==> src/sv/tgrm_pkg.sv <==
// Shared types, constants and unit request/response structs for the tremolo gain ramp mixer.
// No dependencies; imported by every module of the block.
package tgrm_pkg;

    localparam int unsigned FRAMES_PER_PERIOD_DEF = 64;

    localparam int unsigned REG_IDX_W = 1;
    localparam int unsigned CFG_W     = 23;
    localparam logic [REG_IDX_W-1:0] REG_RATE  = 1'd0;
    localparam logic [REG_IDX_W-1:0] REG_DEPTH = 1'd1;

    localparam logic REQ_PERIOD = 1'b0;
    localparam logic REQ_SAMPLE = 1'b1;

    localparam logic [1:0] CMD_KEEP = 2'd0;
    localparam logic [1:0] CMD_RUN  = 2'd1;
    localparam logic [1:0] CMD_STOP = 2'd2;

    typedef enum logic [1:0] {
        MODE_OFF  = 2'd0,
        MODE_RUN  = 2'd1,
        MODE_STOP = 2'd2
    } mode_t;

    localparam logic signed [23:0] OSC_ONE    = 24'sd4194304;
    localparam logic [23:0]        SIN_STOP   = 24'd209715;
    localparam logic [23:0]        GAIN_RESET = 24'd838861;
    localparam logic [23:0]        GAIN_MAX   = 24'd16777215;

    // serial multiplier: signed a times unsigned b, one 4-bit digit of b a cycle
    localparam int unsigned MUL_AW    = 31;
    localparam int unsigned MUL_BW    = 28;
    localparam int unsigned MUL_DW    = 4;
    localparam int unsigned MUL_PW    = 60;
    localparam int unsigned MUL_STEPS = MUL_BW / MUL_DW;
    localparam int unsigned MUL_CNT_W = $clog2(MUL_STEPS);

    localparam logic [MUL_BW-1:0] K_HI = 28'd4404019;
    localparam logic [MUL_BW-1:0] K_LO = 28'd3984589;

    localparam logic signed [MUL_PW-1:0] RND_HALF22 = 60'sh200000;
    localparam logic signed [MUL_PW-1:0] RND_HALF23 = 60'sh400000;

    // restoring divider, one quotient bit a cycle
    localparam int unsigned DIV_RW        = 30;
    localparam int unsigned DIV_DW        = 29;
    localparam int unsigned DIV_NW        = 25;
    localparam int unsigned DIV_CW        = 5;
    localparam int unsigned DIV_OSC_ITERS = 23;

    // square root, one root bit a cycle
    localparam int unsigned SQ_IW    = 56;
    localparam int unsigned SQ_OW    = 28;
    localparam int unsigned SQ_RW    = 31;
    localparam int unsigned SQ_CNT_W = $clog2(SQ_OW);

    typedef struct packed {
        logic                     start;
        logic signed [MUL_AW-1:0] a;
        logic [MUL_BW-1:0]        b;
    } mul_req_t;

    typedef struct packed {
        logic                     done;
        logic signed [MUL_PW-1:0] prod;
    } mul_rsp_t;

    typedef struct packed {
        logic              start;
        logic [DIV_RW-1:0] rem_init;
        logic [DIV_NW-1:0] num;
        logic [DIV_CW-1:0] iters;
        logic [DIV_DW-1:0] divisor;
    } div_req_t;

    typedef struct packed {
        logic              done;
        logic [DIV_NW-1:0] quot;
    } div_rsp_t;

    typedef struct packed {
        logic             start;
        logic [SQ_IW-1:0] radicand;
    } sq_req_t;

    typedef struct packed {
        logic             done;
        logic [SQ_OW-1:0] root;
    } sq_rsp_t;

endpackage

==> src/sv/tgrm_mul.sv <==
// Digit-serial multiplier: signed operand times unsigned operand, 4 bits a cycle.
// Depends on tgrm_pkg.
module tgrm_mul import tgrm_pkg::*;
(
    input  logic     clk,
    input  logic     rst_n,
    input  mul_req_t req,
    output mul_rsp_t rsp
);

    logic                       busy_reg;
    logic                       done_reg;
    logic [MUL_CNT_W-1:0]       cnt_reg;
    logic signed [MUL_AW-1:0]   a_reg;
    logic [MUL_BW-1:0]          b_reg;
    logic signed [MUL_PW-1:0]   acc_reg;
    logic [MUL_DW-1:0]          digit;
    logic signed [MUL_AW+MUL_DW:0] term;
    logic signed [MUL_PW-1:0]   acc_next;

    always_comb
    begin
        digit    = b_reg[MUL_BW-1 -: MUL_DW];
        term     = a_reg * $signed({1'b0, digit});
        acc_next = (acc_reg <<< MUL_DW) + MUL_PW'(term);
    end

    always_ff @(posedge clk or negedge rst_n)
    begin
        if (!rst_n)
        begin
            busy_reg <= 1'b0;
            done_reg <= 1'b0;
            cnt_reg  <= '0;
            a_reg    <= '0;
            b_reg    <= '0;
            acc_reg  <= '0;
        end
        else
        begin
            done_reg <= 1'b0;
            if (req.start)
            begin
                busy_reg <= 1'b1;
                cnt_reg  <= '0;
                a_reg    <= req.a;
                b_reg    <= req.b;
                acc_reg  <= '0;
            end
            else if (busy_reg)
            begin
                acc_reg <= acc_next;
                b_reg   <= b_reg << MUL_DW;
                cnt_reg <= cnt_reg + 1'b1;
                if (cnt_reg == MUL_CNT_W'(MUL_STEPS - 1))
                begin
                    busy_reg <= 1'b0;
                    done_reg <= 1'b1;
                end
            end
        end
    end

    assign rsp.done = done_reg;
    assign rsp.prod = acc_reg;

endmodule

==> src/sv/tgrm_sqrt.sv <==
// Bit-serial integer square root (floor), one root bit a cycle.
// Depends on tgrm_pkg.
module tgrm_sqrt import tgrm_pkg::*;
(
    input  logic    clk,
    input  logic    rst_n,
    input  sq_req_t req,
    output sq_rsp_t rsp
);

    logic                busy_reg;
    logic                done_reg;
    logic [SQ_CNT_W-1:0] cnt_reg;
    logic [SQ_IW-1:0]    rad_reg;
    logic [SQ_RW-1:0]    rem_reg;
    logic [SQ_OW-1:0]    root_reg;
    logic [SQ_RW-1:0]    rem2;
    logic [SQ_RW-1:0]    trial;
    logic                take;

    always_comb
    begin
        rem2  = {rem_reg[SQ_RW-3:0], rad_reg[SQ_IW-1 -: 2]};
        trial = SQ_RW'({root_reg, 2'b01});
        take  = (rem2 >= trial);
    end

    always_ff @(posedge clk or negedge rst_n)
    begin
        if (!rst_n)
        begin
            busy_reg <= 1'b0;
            done_reg <= 1'b0;
            cnt_reg  <= '0;
            rad_reg  <= '0;
            rem_reg  <= '0;
            root_reg <= '0;
        end
        else
        begin
            done_reg <= 1'b0;
            if (req.start)
            begin
                busy_reg <= 1'b1;
                cnt_reg  <= '0;
                rad_reg  <= req.radicand;
                rem_reg  <= '0;
                root_reg <= '0;
            end
            else if (busy_reg)
            begin
                rad_reg  <= rad_reg << 2;
                rem_reg  <= take ? (rem2 - trial) : rem2;
                root_reg <= {root_reg[SQ_OW-2:0], take};
                cnt_reg  <= cnt_reg + 1'b1;
                if (cnt_reg == SQ_CNT_W'(SQ_OW - 1))
                begin
                    busy_reg <= 1'b0;
                    done_reg <= 1'b1;
                end
            end
        end
    end

    assign rsp.done = done_reg;
    assign rsp.root = root_reg;

endmodule

==> src/sv/tgrm_div.sv <==
// Restoring divider, one quotient bit a cycle, with a preset partial remainder.
// Depends on tgrm_pkg.
module tgrm_div import tgrm_pkg::*;
(
    input  logic     clk,
    input  logic     rst_n,
    input  div_req_t req,
    output div_rsp_t rsp
);

    logic              busy_reg;
    logic              done_reg;
    logic [DIV_CW-1:0] cnt_reg;
    logic [DIV_CW-1:0] iters_reg;
    logic [DIV_RW-1:0] rem_reg;
    logic [DIV_NW-1:0] num_reg;
    logic [DIV_NW-1:0] quot_reg;
    logic [DIV_DW-1:0] div_reg;
    logic [DIV_RW-1:0] rem2;
    logic [DIV_RW-1:0] dvs;
    logic              take;

    always_comb
    begin
        rem2 = {rem_reg[DIV_RW-2:0], num_reg[DIV_NW-1]};
        dvs  = DIV_RW'(div_reg);
        take = (rem2 >= dvs);
    end

    always_ff @(posedge clk or negedge rst_n)
    begin
        if (!rst_n)
        begin
            busy_reg  <= 1'b0;
            done_reg  <= 1'b0;
            cnt_reg   <= '0;
            iters_reg <= '0;
            rem_reg   <= '0;
            num_reg   <= '0;
            quot_reg  <= '0;
            div_reg   <= '0;
        end
        else
        begin
            done_reg <= 1'b0;
            if (req.start)
            begin
                busy_reg  <= 1'b1;
                cnt_reg   <= '0;
                iters_reg <= req.iters;
                rem_reg   <= req.rem_init;
                num_reg   <= req.num;
                quot_reg  <= '0;
                div_reg   <= req.divisor;
            end
            else if (busy_reg)
            begin
                rem_reg  <= take ? (rem2 - dvs) : rem2;
                num_reg  <= num_reg << 1;
                quot_reg <= {quot_reg[DIV_NW-2:0], take};
                cnt_reg  <= cnt_reg + 1'b1;
                if (cnt_reg == iters_reg - 1'b1)
                begin
                    busy_reg <= 1'b0;
                    done_reg <= 1'b1;
                end
            end
        end
    end

    assign rsp.done = done_reg;
    assign rsp.quot = quot_reg;

endmodule

==> src/sv/tremolo_gain_ramp_mixer_unit.sv <==
// Four-channel swell/tremolo gain stage with per-sample gain ramp and saturating bus mix.
// Depends on tgrm_pkg, tgrm_mul, tgrm_sqrt and tgrm_div.
//
// One item is worked on at a time; in_ready is high only while the sequencer is idle, and a
// finished mix item waits in the output register while the next item is taken. All products,
// roots and quotients come from one 4-bit-digit serial multiplier, a bit-serial square root and
// a bit-serial divider. A sample item takes four products. A period-start item takes two clamp
// products and the ramp division with the tremolo off, and with it running the oscillator
// advance, length, two renormalizing divisions (skipped for a zero length) and two modulation
// products on top.
module tremolo_gain_ramp_mixer_unit import tgrm_pkg::*;
#(
    parameter int unsigned FRAMES_PER_PERIOD = FRAMES_PER_PERIOD_DEF
)
(
    input  logic                 clk,
    input  logic                 rst_n,
    input  logic                 cfg_we,
    input  logic [REG_IDX_W-1:0] cfg_index,
    input  logic [CFG_W-1:0]     cfg_data,
    input  logic                 in_valid,
    output logic                 in_ready,
    input  logic                 req_type,
    input  logic [23:0]          swell,
    input  logic [1:0]           trem_cmd,
    input  logic signed [23:0]   dry_ch0,
    input  logic signed [23:0]   dry_ch1,
    input  logic signed [23:0]   dry_ch2,
    input  logic signed [23:0]   dry_ch3,
    input  logic signed [31:0]   bus_ch0,
    input  logic signed [31:0]   bus_ch1,
    input  logic signed [31:0]   bus_ch2,
    input  logic signed [31:0]   bus_ch3,
    output logic                 out_valid,
    input  logic                 out_ready,
    output logic signed [31:0]   mix_ch0,
    output logic signed [31:0]   mix_ch1,
    output logic signed [31:0]   mix_ch2,
    output logic signed [31:0]   mix_ch3
);

    localparam int unsigned G_W = 30;
    localparam int unsigned W_W = 28;

    typedef enum logic [4:0] {
        ST_IDLE,
        ST_OSC_MC,
        ST_OSC_MS,
        ST_OSC_SQC,
        ST_OSC_SQS,
        ST_OSC_SQRT,
        ST_OSC_DC,
        ST_OSC_DS,
        ST_OSC_STOP,
        ST_MOD_D,
        ST_MOD_S,
        ST_CLAMP_HI,
        ST_CLAMP_LO,
        ST_STEP_DIV,
        ST_SMP_MUL,
        ST_SMP_OUT
    } state_t;

    function automatic logic [W_W-1:0] abs_w(input logic signed [W_W-1:0] v);
        return v[W_W-1] ? W_W'(-v) : W_W'(v);
    endfunction

    function automatic logic signed [23:0] sat24(input logic signed [25:0] v);
        logic signed [25:0] lo;
        logic signed [25:0] hi;
        lo = -26'sd8388608;
        hi = 26'sd8388607;
        priority if (v < lo)
            return 24'sh800000;
        else if (v > hi)
            return 24'sh7FFFFF;
        else
            return 24'(v);
    endfunction

    function automatic logic signed [31:0] sat32(input logic signed [33:0] v);
        logic signed [33:0] lo;
        logic signed [33:0] hi;
        lo = -34'sd2147483648;
        hi = 34'sd2147483647;
        priority if (v < lo)
            return 32'sh80000000;
        else if (v > hi)
            return 32'sh7FFFFFFF;
        else
            return 32'(v);
    endfunction

    state_t                   state_reg;
    logic                     run_reg;
    mode_t                    mode_reg;
    logic [CFG_W-1:0]         rate_reg;
    logic [CFG_W-1:0]         depth_reg;
    logic signed [23:0]       cos_reg;
    logic signed [23:0]       sin_reg;
    logic [23:0]              gain_reg;
    logic signed [23:0]       step_reg;
    logic [23:0]              swell_reg;
    logic signed [W_W-1:0]    s1_reg;
    logic signed [W_W-1:0]    c1_reg;
    logic [SQ_IW-1:0]         r2_reg;
    logic [SQ_OW-1:0]         t_reg;
    logic signed [25:0]       fac_reg;
    logic signed [G_W-1:0]    g_reg;
    logic signed [G_W-1:0]    diff_reg;
    logic [1:0]               ch_reg;
    logic signed [23:0]       dry_reg [4];
    logic signed [31:0]       bus_reg [4];
    logic signed [31:0]       sum_reg [4];
    logic signed [31:0]       mix_reg [4];
    logic                     out_valid_reg;

    mul_req_t                 mul_req;
    mul_rsp_t                 mul_rsp;
    sq_req_t                  sq_req;
    sq_rsp_t                  sq_rsp;
    div_req_t                 div_req;
    div_rsp_t                 div_rsp;

    logic                     accept;
    mode_t                    mode_next;
    logic                     mul_state;
    logic                     div_state;
    logic signed [MUL_PW-1:0] rnd22;
    logic signed [MUL_PW-1:0] rnd23;
    logic [W_W-1:0]           c1_abs;
    logic [W_W-1:0]           s1_abs;
    logic [23:0]              sin_abs;
    logic signed [G_W-1:0]    bound;
    logic signed [G_W-1:0]    g_lo;
    logic signed [G_W-1:0]    g_lim;
    logic [DIV_NW-1:0]        diff_abs;
    logic signed [23:0]       quot_s;
    logic signed [25:0]       step_q;
    logic signed [25:0]       gain_sum;
    logic [23:0]              gain_next;
    logic signed [31:0]       sum_next;

    assign accept   = in_valid && in_ready;
    assign in_ready = (state_reg == ST_IDLE);

    always_comb
    begin
        mode_next = mode_reg;
        if (trem_cmd == CMD_RUN)
            mode_next = MODE_RUN;
        else if (trem_cmd == CMD_STOP && mode_reg != MODE_OFF)
            mode_next = MODE_STOP;
    end

    always_comb
    begin
        rnd22    = (mul_rsp.prod + RND_HALF22) >>> 22;
        rnd23    = (mul_rsp.prod + RND_HALF23) >>> 23;
        c1_abs   = abs_w(c1_reg);
        s1_abs   = abs_w(s1_reg);
        sin_abs  = sin_reg[23] ? 24'(-sin_reg) : 24'(sin_reg);
        bound    = G_W'(rnd22);
        g_lo     = (g_reg < bound) ? bound : g_reg;
        if (g_lo < 0)
            g_lim = '0;
        else if (g_lo > G_W'($signed({1'b0, GAIN_MAX})))
            g_lim = G_W'($signed({1'b0, GAIN_MAX}));
        else
            g_lim = g_lo;
        diff_abs = diff_reg[G_W-1] ? DIV_NW'(-diff_reg) : DIV_NW'(diff_reg);
        quot_s   = 24'(div_rsp.quot);
        step_q   = diff_reg[G_W-1] ? -$signed({1'b0, div_rsp.quot})
                                   : $signed({1'b0, div_rsp.quot});
        gain_sum = $signed({2'b00, gain_reg}) + 26'(step_reg);
        if (gain_sum < 0)
            gain_next = '0;
        else if (gain_sum > $signed({2'b00, GAIN_MAX}))
            gain_next = GAIN_MAX;
        else
            gain_next = 24'(gain_sum);
        sum_next = sat32(34'(bus_reg[ch_reg]) + 34'(rnd23));
    end

    always_comb
    begin
        mul_state = 1'b1;
        mul_req.a = '0;
        mul_req.b = '0;
        unique case (state_reg)
            ST_OSC_MC:
            begin
                mul_req.a = MUL_AW'(cos_reg);
                mul_req.b = MUL_BW'(rate_reg);
            end
            ST_OSC_MS:
            begin
                mul_req.a = MUL_AW'(s1_reg);
                mul_req.b = MUL_BW'(rate_reg);
            end
            ST_OSC_SQC:
            begin
                mul_req.a = MUL_AW'($signed({1'b0, c1_abs}));
                mul_req.b = c1_abs;
            end
            ST_OSC_SQS:
            begin
                mul_req.a = MUL_AW'($signed({1'b0, s1_abs}));
                mul_req.b = s1_abs;
            end
            ST_MOD_D:
            begin
                mul_req.a = MUL_AW'(sin_reg);
                mul_req.b = MUL_BW'(depth_reg);
            end
            ST_MOD_S:
            begin
                mul_req.a = MUL_AW'(fac_reg);
                mul_req.b = MUL_BW'(swell_reg);
            end
            ST_CLAMP_HI:
            begin
                mul_req.a = MUL_AW'($signed({1'b0, gain_reg}));
                mul_req.b = K_HI;
            end
            ST_CLAMP_LO:
            begin
                mul_req.a = MUL_AW'($signed({1'b0, gain_reg}));
                mul_req.b = K_LO;
            end
            ST_SMP_MUL:
            begin
                mul_req.a = MUL_AW'(dry_reg[ch_reg]);
                mul_req.b = MUL_BW'(gain_reg);
            end
            default:
                mul_state = 1'b0;
        endcase
        mul_req.start = mul_state && !run_reg;
    end

    always_comb
    begin
        div_state        = 1'b1;
        div_req.rem_init = '0;
        div_req.num      = '0;
        div_req.iters    = DIV_CW'(DIV_NW);
        div_req.divisor  = DIV_DW'(FRAMES_PER_PERIOD);
        unique case (state_reg)
            ST_OSC_DC:
            begin
                div_req.rem_init = DIV_RW'(c1_abs >> 1);
                div_req.num      = {c1_abs[0], {(DIV_NW-1){1'b0}}};
                div_req.iters    = DIV_CW'(DIV_OSC_ITERS);
                div_req.divisor  = DIV_DW'(t_reg);
            end
            ST_OSC_DS:
            begin
                div_req.rem_init = DIV_RW'(s1_abs >> 1);
                div_req.num      = {s1_abs[0], {(DIV_NW-1){1'b0}}};
                div_req.iters    = DIV_CW'(DIV_OSC_ITERS);
                div_req.divisor  = DIV_DW'(t_reg);
            end
            ST_STEP_DIV:
            begin
                div_req.num = diff_abs;
            end
            default:
                div_state = 1'b0;
        endcase
        div_req.start   = div_state && !run_reg;
        sq_req.start    = (state_reg == ST_OSC_SQRT) && !run_reg;
        sq_req.radicand = r2_reg;
    end

    tgrm_mul u_mul
    (
        .clk   (clk),
        .rst_n (rst_n),
        .req   (mul_req),
        .rsp   (mul_rsp)
    );

    tgrm_sqrt u_sqrt
    (
        .clk   (clk),
        .rst_n (rst_n),
        .req   (sq_req),
        .rsp   (sq_rsp)
    );

    tgrm_div u_div
    (
        .clk   (clk),
        .rst_n (rst_n),
        .req   (div_req),
        .rsp   (div_rsp)
    );

    always_ff @(posedge clk or negedge rst_n)
    begin
        if (!rst_n)
        begin
            state_reg     <= ST_IDLE;
            run_reg       <= 1'b0;
            mode_reg      <= MODE_OFF;
            rate_reg      <= '0;
            depth_reg     <= '0;
            cos_reg       <= OSC_ONE;
            sin_reg       <= '0;
            gain_reg      <= GAIN_RESET;
            step_reg      <= '0;
            swell_reg     <= '0;
            s1_reg        <= '0;
            c1_reg        <= '0;
            r2_reg        <= '0;
            t_reg         <= '0;
            fac_reg       <= '0;
            g_reg         <= '0;
            diff_reg      <= '0;
            ch_reg        <= '0;
            out_valid_reg <= 1'b0;
            for (int i = 0; i < 4; i++)
            begin
                dry_reg[i] <= '0;
                bus_reg[i] <= '0;
                sum_reg[i] <= '0;
                mix_reg[i] <= '0;
            end
        end
        else
        begin
            if (cfg_we)
            begin
                unique case (cfg_index)
                    REG_RATE:  rate_reg  <= cfg_data;
                    REG_DEPTH: depth_reg <= cfg_data;
                endcase
            end

            if (state_reg == ST_SMP_OUT && (!out_valid_reg || out_ready))
                out_valid_reg <= 1'b1;
            else if (out_valid_reg && out_ready)
                out_valid_reg <= 1'b0;

            if (mul_req.start || div_req.start || sq_req.start)
                run_reg <= 1'b1;

            unique case (state_reg)
                ST_IDLE:
                begin
                    if (accept)
                    begin
                        if (req_type == REQ_PERIOD)
                        begin
                            mode_reg  <= mode_next;
                            swell_reg <= swell;
                            g_reg     <= G_W'($signed({1'b0, swell}));
                            state_reg <= (mode_next != MODE_OFF) ? ST_OSC_MC : ST_CLAMP_HI;
                        end
                        else
                        begin
                            gain_reg   <= gain_next;
                            dry_reg[0] <= dry_ch0;
                            dry_reg[1] <= dry_ch1;
                            dry_reg[2] <= dry_ch2;
                            dry_reg[3] <= dry_ch3;
                            bus_reg[0] <= bus_ch0;
                            bus_reg[1] <= bus_ch1;
                            bus_reg[2] <= bus_ch2;
                            bus_reg[3] <= bus_ch3;
                            ch_reg     <= '0;
                            state_reg  <= ST_SMP_MUL;
                        end
                    end
                end
                ST_OSC_MC:
                begin
                    if (mul_rsp.done)
                    begin
                        run_reg   <= 1'b0;
                        s1_reg    <= W_W'(rnd22) + W_W'(sin_reg);
                        state_reg <= ST_OSC_MS;
                    end
                end
                ST_OSC_MS:
                begin
                    if (mul_rsp.done)
                    begin
                        run_reg   <= 1'b0;
                        c1_reg    <= W_W'(cos_reg) - W_W'(rnd22);
                        state_reg <= ST_OSC_SQC;
                    end
                end
                ST_OSC_SQC:
                begin
                    if (mul_rsp.done)
                    begin
                        run_reg   <= 1'b0;
                        r2_reg    <= SQ_IW'(mul_rsp.prod);
                        state_reg <= ST_OSC_SQS;
                    end
                end
                ST_OSC_SQS:
                begin
                    if (mul_rsp.done)
                    begin
                        run_reg   <= 1'b0;
                        r2_reg    <= r2_reg + SQ_IW'(mul_rsp.prod);
                        state_reg <= ST_OSC_SQRT;
                    end
                end
                ST_OSC_SQRT:
                begin
                    if (sq_rsp.done)
                    begin
                        run_reg <= 1'b0;
                        t_reg   <= sq_rsp.root;
                        if (sq_rsp.root == '0)
                        begin
                            cos_reg   <= OSC_ONE;
                            sin_reg   <= '0;
                            state_reg <= ST_OSC_STOP;
                        end
                        else
                            state_reg <= ST_OSC_DC;
                    end
                end
                ST_OSC_DC:
                begin
                    if (div_rsp.done)
                    begin
                        run_reg   <= 1'b0;
                        cos_reg   <= c1_reg[W_W-1] ? -quot_s : quot_s;
                        state_reg <= ST_OSC_DS;
                    end
                end
                ST_OSC_DS:
                begin
                    if (div_rsp.done)
                    begin
                        run_reg   <= 1'b0;
                        sin_reg   <= s1_reg[W_W-1] ? -quot_s : quot_s;
                        state_reg <= ST_OSC_STOP;
                    end
                end
                ST_OSC_STOP:
                begin
                    if (mode_reg == MODE_STOP && sin_abs <= SIN_STOP)
                    begin
                        mode_reg <= MODE_OFF;
                        cos_reg  <= OSC_ONE;
                        sin_reg  <= '0;
                    end
                    state_reg <= ST_MOD_D;
                end
                ST_MOD_D:
                begin
                    if (mul_rsp.done)
                    begin
                        run_reg   <= 1'b0;
                        fac_reg   <= 26'(OSC_ONE) + 26'(rnd22);
                        state_reg <= ST_MOD_S;
                    end
                end
                ST_MOD_S:
                begin
                    if (mul_rsp.done)
                    begin
                        run_reg   <= 1'b0;
                        g_reg     <= G_W'(rnd22);
                        state_reg <= ST_CLAMP_HI;
                    end
                end
                ST_CLAMP_HI:
                begin
                    if (mul_rsp.done)
                    begin
                        run_reg <= 1'b0;
                        if (g_reg > bound)
                            g_reg <= bound;
                        state_reg <= ST_CLAMP_LO;
                    end
                end
                ST_CLAMP_LO:
                begin
                    if (mul_rsp.done)
                    begin
                        run_reg   <= 1'b0;
                        diff_reg  <= g_lim - G_W'($signed({1'b0, gain_reg}));
                        state_reg <= ST_STEP_DIV;
                    end
                end
                ST_STEP_DIV:
                begin
                    if (div_rsp.done)
                    begin
                        run_reg   <= 1'b0;
                        step_reg  <= sat24(step_q);
                        state_reg <= ST_IDLE;
                    end
                end
                ST_SMP_MUL:
                begin
                    if (mul_rsp.done)
                    begin
                        run_reg         <= 1'b0;
                        sum_reg[ch_reg] <= sum_next;
                        ch_reg          <= ch_reg + 1'b1;
                        if (ch_reg == 2'd3)
                            state_reg <= ST_SMP_OUT;
                    end
                end
                ST_SMP_OUT:
                begin
                    if (!out_valid_reg || out_ready)
                    begin
                        for (int i = 0; i < 4; i++)
                            mix_reg[i] <= sum_reg[i];
                        state_reg <= ST_IDLE;
                    end
                end
                default:
                    state_reg <= ST_IDLE;
            endcase
        end
    end

    assign out_valid = out_valid_reg;
    assign mix_ch0   = mix_reg[0];
    assign mix_ch1   = mix_reg[1];
    assign mix_ch2   = mix_reg[2];
    assign mix_ch3   = mix_reg[3];

    a_idle_no_run: assert property (@(posedge clk) disable iff (!rst_n)
        (state_reg == ST_IDLE) |-> !run_reg)
        else $error("arithmetic unit still running while idle");

    a_out_from_push: assert property (@(posedge clk) disable iff (!rst_n)
        $rose(out_valid_reg) |-> ($past(state_reg) == ST_SMP_OUT))
        else $error("mix item presented outside the push state");

    a_stop_resets_osc: assert property (@(posedge clk) disable iff (!rst_n)
        (state_reg == ST_OSC_STOP && mode_reg == MODE_STOP && sin_abs <= SIN_STOP)
        |=> (mode_reg == MODE_OFF && sin_reg == '0 && cos_reg == OSC_ONE))
        else $error("tremolo stop did not reset the oscillator");

    a_done_while_run: assert property (@(posedge clk) disable iff (!rst_n)
        (mul_rsp.done || div_rsp.done || sq_rsp.done) |-> run_reg)
        else $error("unit completion without a pending request");

endmodule

==> config.mk <==
export PLATFORM = sky130hd
export DESIGN_NAME = tremolo_gain_ramp_mixer_unit
export DESIGN_NICKNAME = d
export VERILOG_FILES = /design/src/sv/tgrm_pkg.sv /design/src/sv/tgrm_mul.sv /design/src/sv/tgrm_sqrt.sv /design/src/sv/tgrm_div.sv /design/src/sv/tremolo_gain_ramp_mixer_unit.sv
export SDC_FILE = /design/constraint.sdc
export NUM_CORES = 2
export LEC_CHECK = 0
export BUFFER_PORTS_ARGS = -buffer_cell sky130_fd_sc_hd__buf_2
export CORE_UTILIZATION = 28
export CTS_CLUSTER_DIAMETER = 30
export DETAILED_ROUTE_END_ITERATION = 10
export GPL_TIMING_DRIVEN = 0
export SLEW_MARGIN = 20
export SYNTH_ARGS = -nofsm -noshare
export SYNTH_HDL_FRONTEND = slang
export SYNTH_SLANG_ARGS = --single-unit
==> constraint.sdc <==
create_clock -name clk -period 15.83 [get_ports clk]
set_input_delay 3.166 -clock clk [delete_from_list [all_inputs] [get_ports clk]]
set_output_delay 3.166 -clock clk [all_outputs]
set_load 0.02 [all_outputs]
==> metrics.txt <==
Synth Cell Area 0.0771 mm^2; post_cts resized 0; Post-CTS Hold Fix Bufs 0; Yosys reg bits around 1200; dpl hpwl between 200 and 250 mm; CTS buffer count approximately 310; Worst EP arrival roughly 11000 ps; Starting Density 28.2%; Max-Cap Viols 0; Area Growth Syn to Fin 23.3%; post-route ant nets 0; Final TNS setup 0 ps; TritonRoute pass-1 iters 8; Mapped Cells 8353; leading area contributor after synthesis dfrtp_1; CP Capture Type register; die width approximately 530 um; Syn. warnings 0; Final Hold Fails 0; sequential area share after synthesis 40.1%; worst-path cell with the longest stage delay a2111oi_0; slew of the pin with the lowest slew margin roughly 1200 ps; EDFF count, synth 0; post-CTS setup buffer count 0; most frequent cell on the critical path o21ai_0; dpl ws between 5000 and 6000 ps; kind of critical path reg2reg; Final min period a little over 10000 ps; number of port buffers ~410; Finished Layout Cells between 10000 and 15000; clock-pin slew on the worst setup and hold paths 50 ps; most common cell after layout, fill and taps aside nand2_1; Core Region 0.274 mm^2; first-pass GRT wire length between 400 and 500 mm; WP data required 16640 ps; fmax a little under 100 MHz; most frequent cells in the layout nand2_1 (1501), dfrtp_1 (1222), o21ai_0 (580); FP Rows 192; routed via count approximately 68000; Final period util about two thirds; drt total wl about 310 mm; clock buffer depth 4; initial antenna violation count 31; DP Area roughly 0.085 mm^2; max-slew violation count 0; TritonCTS clock tree built; Cells after DPL 12400; synth top area cells dfrtp_1 (40%), nand2_1 (7.3%), ha_1 (6.4%); final net count just under 10000; final setup margin between 5000 and 6000 ps; Yosys top cell area share between 30 and 40%; Vias/cell ~5.2; clock sink total between 1000 and 1500; vias in the first global route 67100; die height 527 um; share of cells above drive strength 1 between 10% and 20%; Mapped Avg Cell Area approximately 9.2 um^2; Async S/R FF share, synth between 90% and 100%; full die area about 0.28 mm^2; Global Route Usage Sum between 20% and 30%; outcome complete, no violations; largest net degree at the start of global routing 127; DR DRC count 0; Largest stage delay, worst path just over 700 ps; post-route cell area ~0.095 mm^2; Boundary Pins a little over 400; count of different cell masters after synthesis between 80 and 90; Worst setup SP type register; clk root buf clkbuf_16; commonest register cell after synthesis dfrtp_1; H-tree levels 5; First DRT Iteration DRCs 5885; placer congestion estimate 0.994; Min-Delay Path Class reg2reg; WL/cell ~24 um; relative slew slack between 10% and 20%; # setup viols final 0; RSZ-0062 raised after global routing no; CP Max Fanout 10; Synthesized Nets 9166; clock network latency to the later pin of the worst-skew pair 950 ps; clk_skew 108 ps; Remaining Overflow, GRT 0
[synth_stat cells, types with 27 or more instances]
cell type / number
a211oi_1: 43
a21o_1: 167
a21oi_1: 493
a221o_1: 30
a22oi_1: 57
a311oi_1: 27
a31oi_1: 81
and2_1: 128
and3_1: 41
buf_1: 45
clkbuf_1: 438
dfrtp_1: 1222
fa_1: 141
ha_1: 392
inv_1: 259
mux2_2: 259
mux2i_1: 180
mux4_2: 56
nand2_1: 1501
nand2b_1: 86
nand3_1: 81
nand4_1: 60
nor2_1: 488
nor2b_1: 98
nor3_1: 101
nor3b_1: 28
nor4_1: 37
o211ai_1: 38
o21a_1: 73
o21ai_0: 581
o21ai_1: 49
o21bai_1: 42
o22ai_1: 70
o31ai_1: 88
or3_1: 45
xnor2_1: 239
xor2_1: 253
[layer usage]
| layer | track usage, % | vias to the layer above | part of all wire, % |
|---|---|---|---|
| met5 | 0 | - | 0.059 |
| met4 | 12.7 | 32 | 6.3 |
| met3 | 4.51 | 723 | 6.9 |
| met2 | 33.9 | 2458 | 45 |
| met1 | 27.5 | 33600 | 42 |
| li1 | - | 31000 | - |
[kinds of logic (layout without fill, tap and decap cells)]
family / count (synthesis) / after routing / synth area share, %
XOR/XNOR: 492 / 492 / 5.59
AND/OR/NAND/NOR: 2768 / 2768 / 15.9
other: 0 / 8 / 0
multiplexers: 495 / 495 / 7.75
flip-flops: 1234 / 1234 / 40.1
AO/OA/AOI/OAI: 2061 / 2061 / 16.8
adder cells (fa/ha/maj): 546 / 546 / 10.2
buffers and inverters: 757 / 1747 / 3.73
[stage by stage]
step           hold WS [ps]  util [%]
6_report                469      34.7
3_3_place_gp            454      30.5
2_1_floorplan           440         -
5_1_grt                 491      34.7
3_5_place_dp            458      30.9
4_1_cts                 470      34.7
[layout make-up]
class	count	area, um^2
Antenna cell	8	20.0
Sequential cell	1234	30900
Inverter	260	976
Buffer	497	1910
Tap cell	3589	4490
Timing Repair Buffer	446	2720
Clock buffer	387	8540
Multi-Input combinational cell	6362	43600
Clock inverter	157	1930
Fill cell	28200	179000
[final timing paths]
kind / startpoint / endpoint / slack [ps] / cells past startpoint
worst max-delay path: u_mul.acc_reg[25]$_DFFE_PN0P_ / diff_reg[29]$_DFFE_PN0P_ / 5440 / 32
worst min-delay path: bus_reg[31]$_DFFE_PN0P_ / bus_reg[31]$_DFFE_PN0P_ / 470 / 2
worst max register to register: u_mul.acc_reg[25]$_DFFE_PN0P_ / diff_reg[29]$_DFFE_PN0P_ / 5440 / 32
worst min register to register: bus_reg[31]$_DFFE_PN0P_ / bus_reg[31]$_DFFE_PN0P_ / 470 / 2
max in group asynchronous: rst_n / mix_ch0[19]$_DFFE_PN0P_ / 10640 / 6
min in group asynchronous: rst_n / u_div.num_reg[12]$_DFFE_PN0P_ / 2130 / 1
[critical path, delay by kind of cell, from the launching register on]
family                     cells  cell delay, ps
AOI/OAI and AO/OA             16            4730
xor gates and xnor gates       1             710
buffers and inverters          3            1490
DFF                            1             510
and+or+nand+nor               10            2130
adders and majority gates      2             630
Power is left out: the tool's default activity adds up to more than one toggle a clock period on the data nets, which glitch-free logic cannot reach.
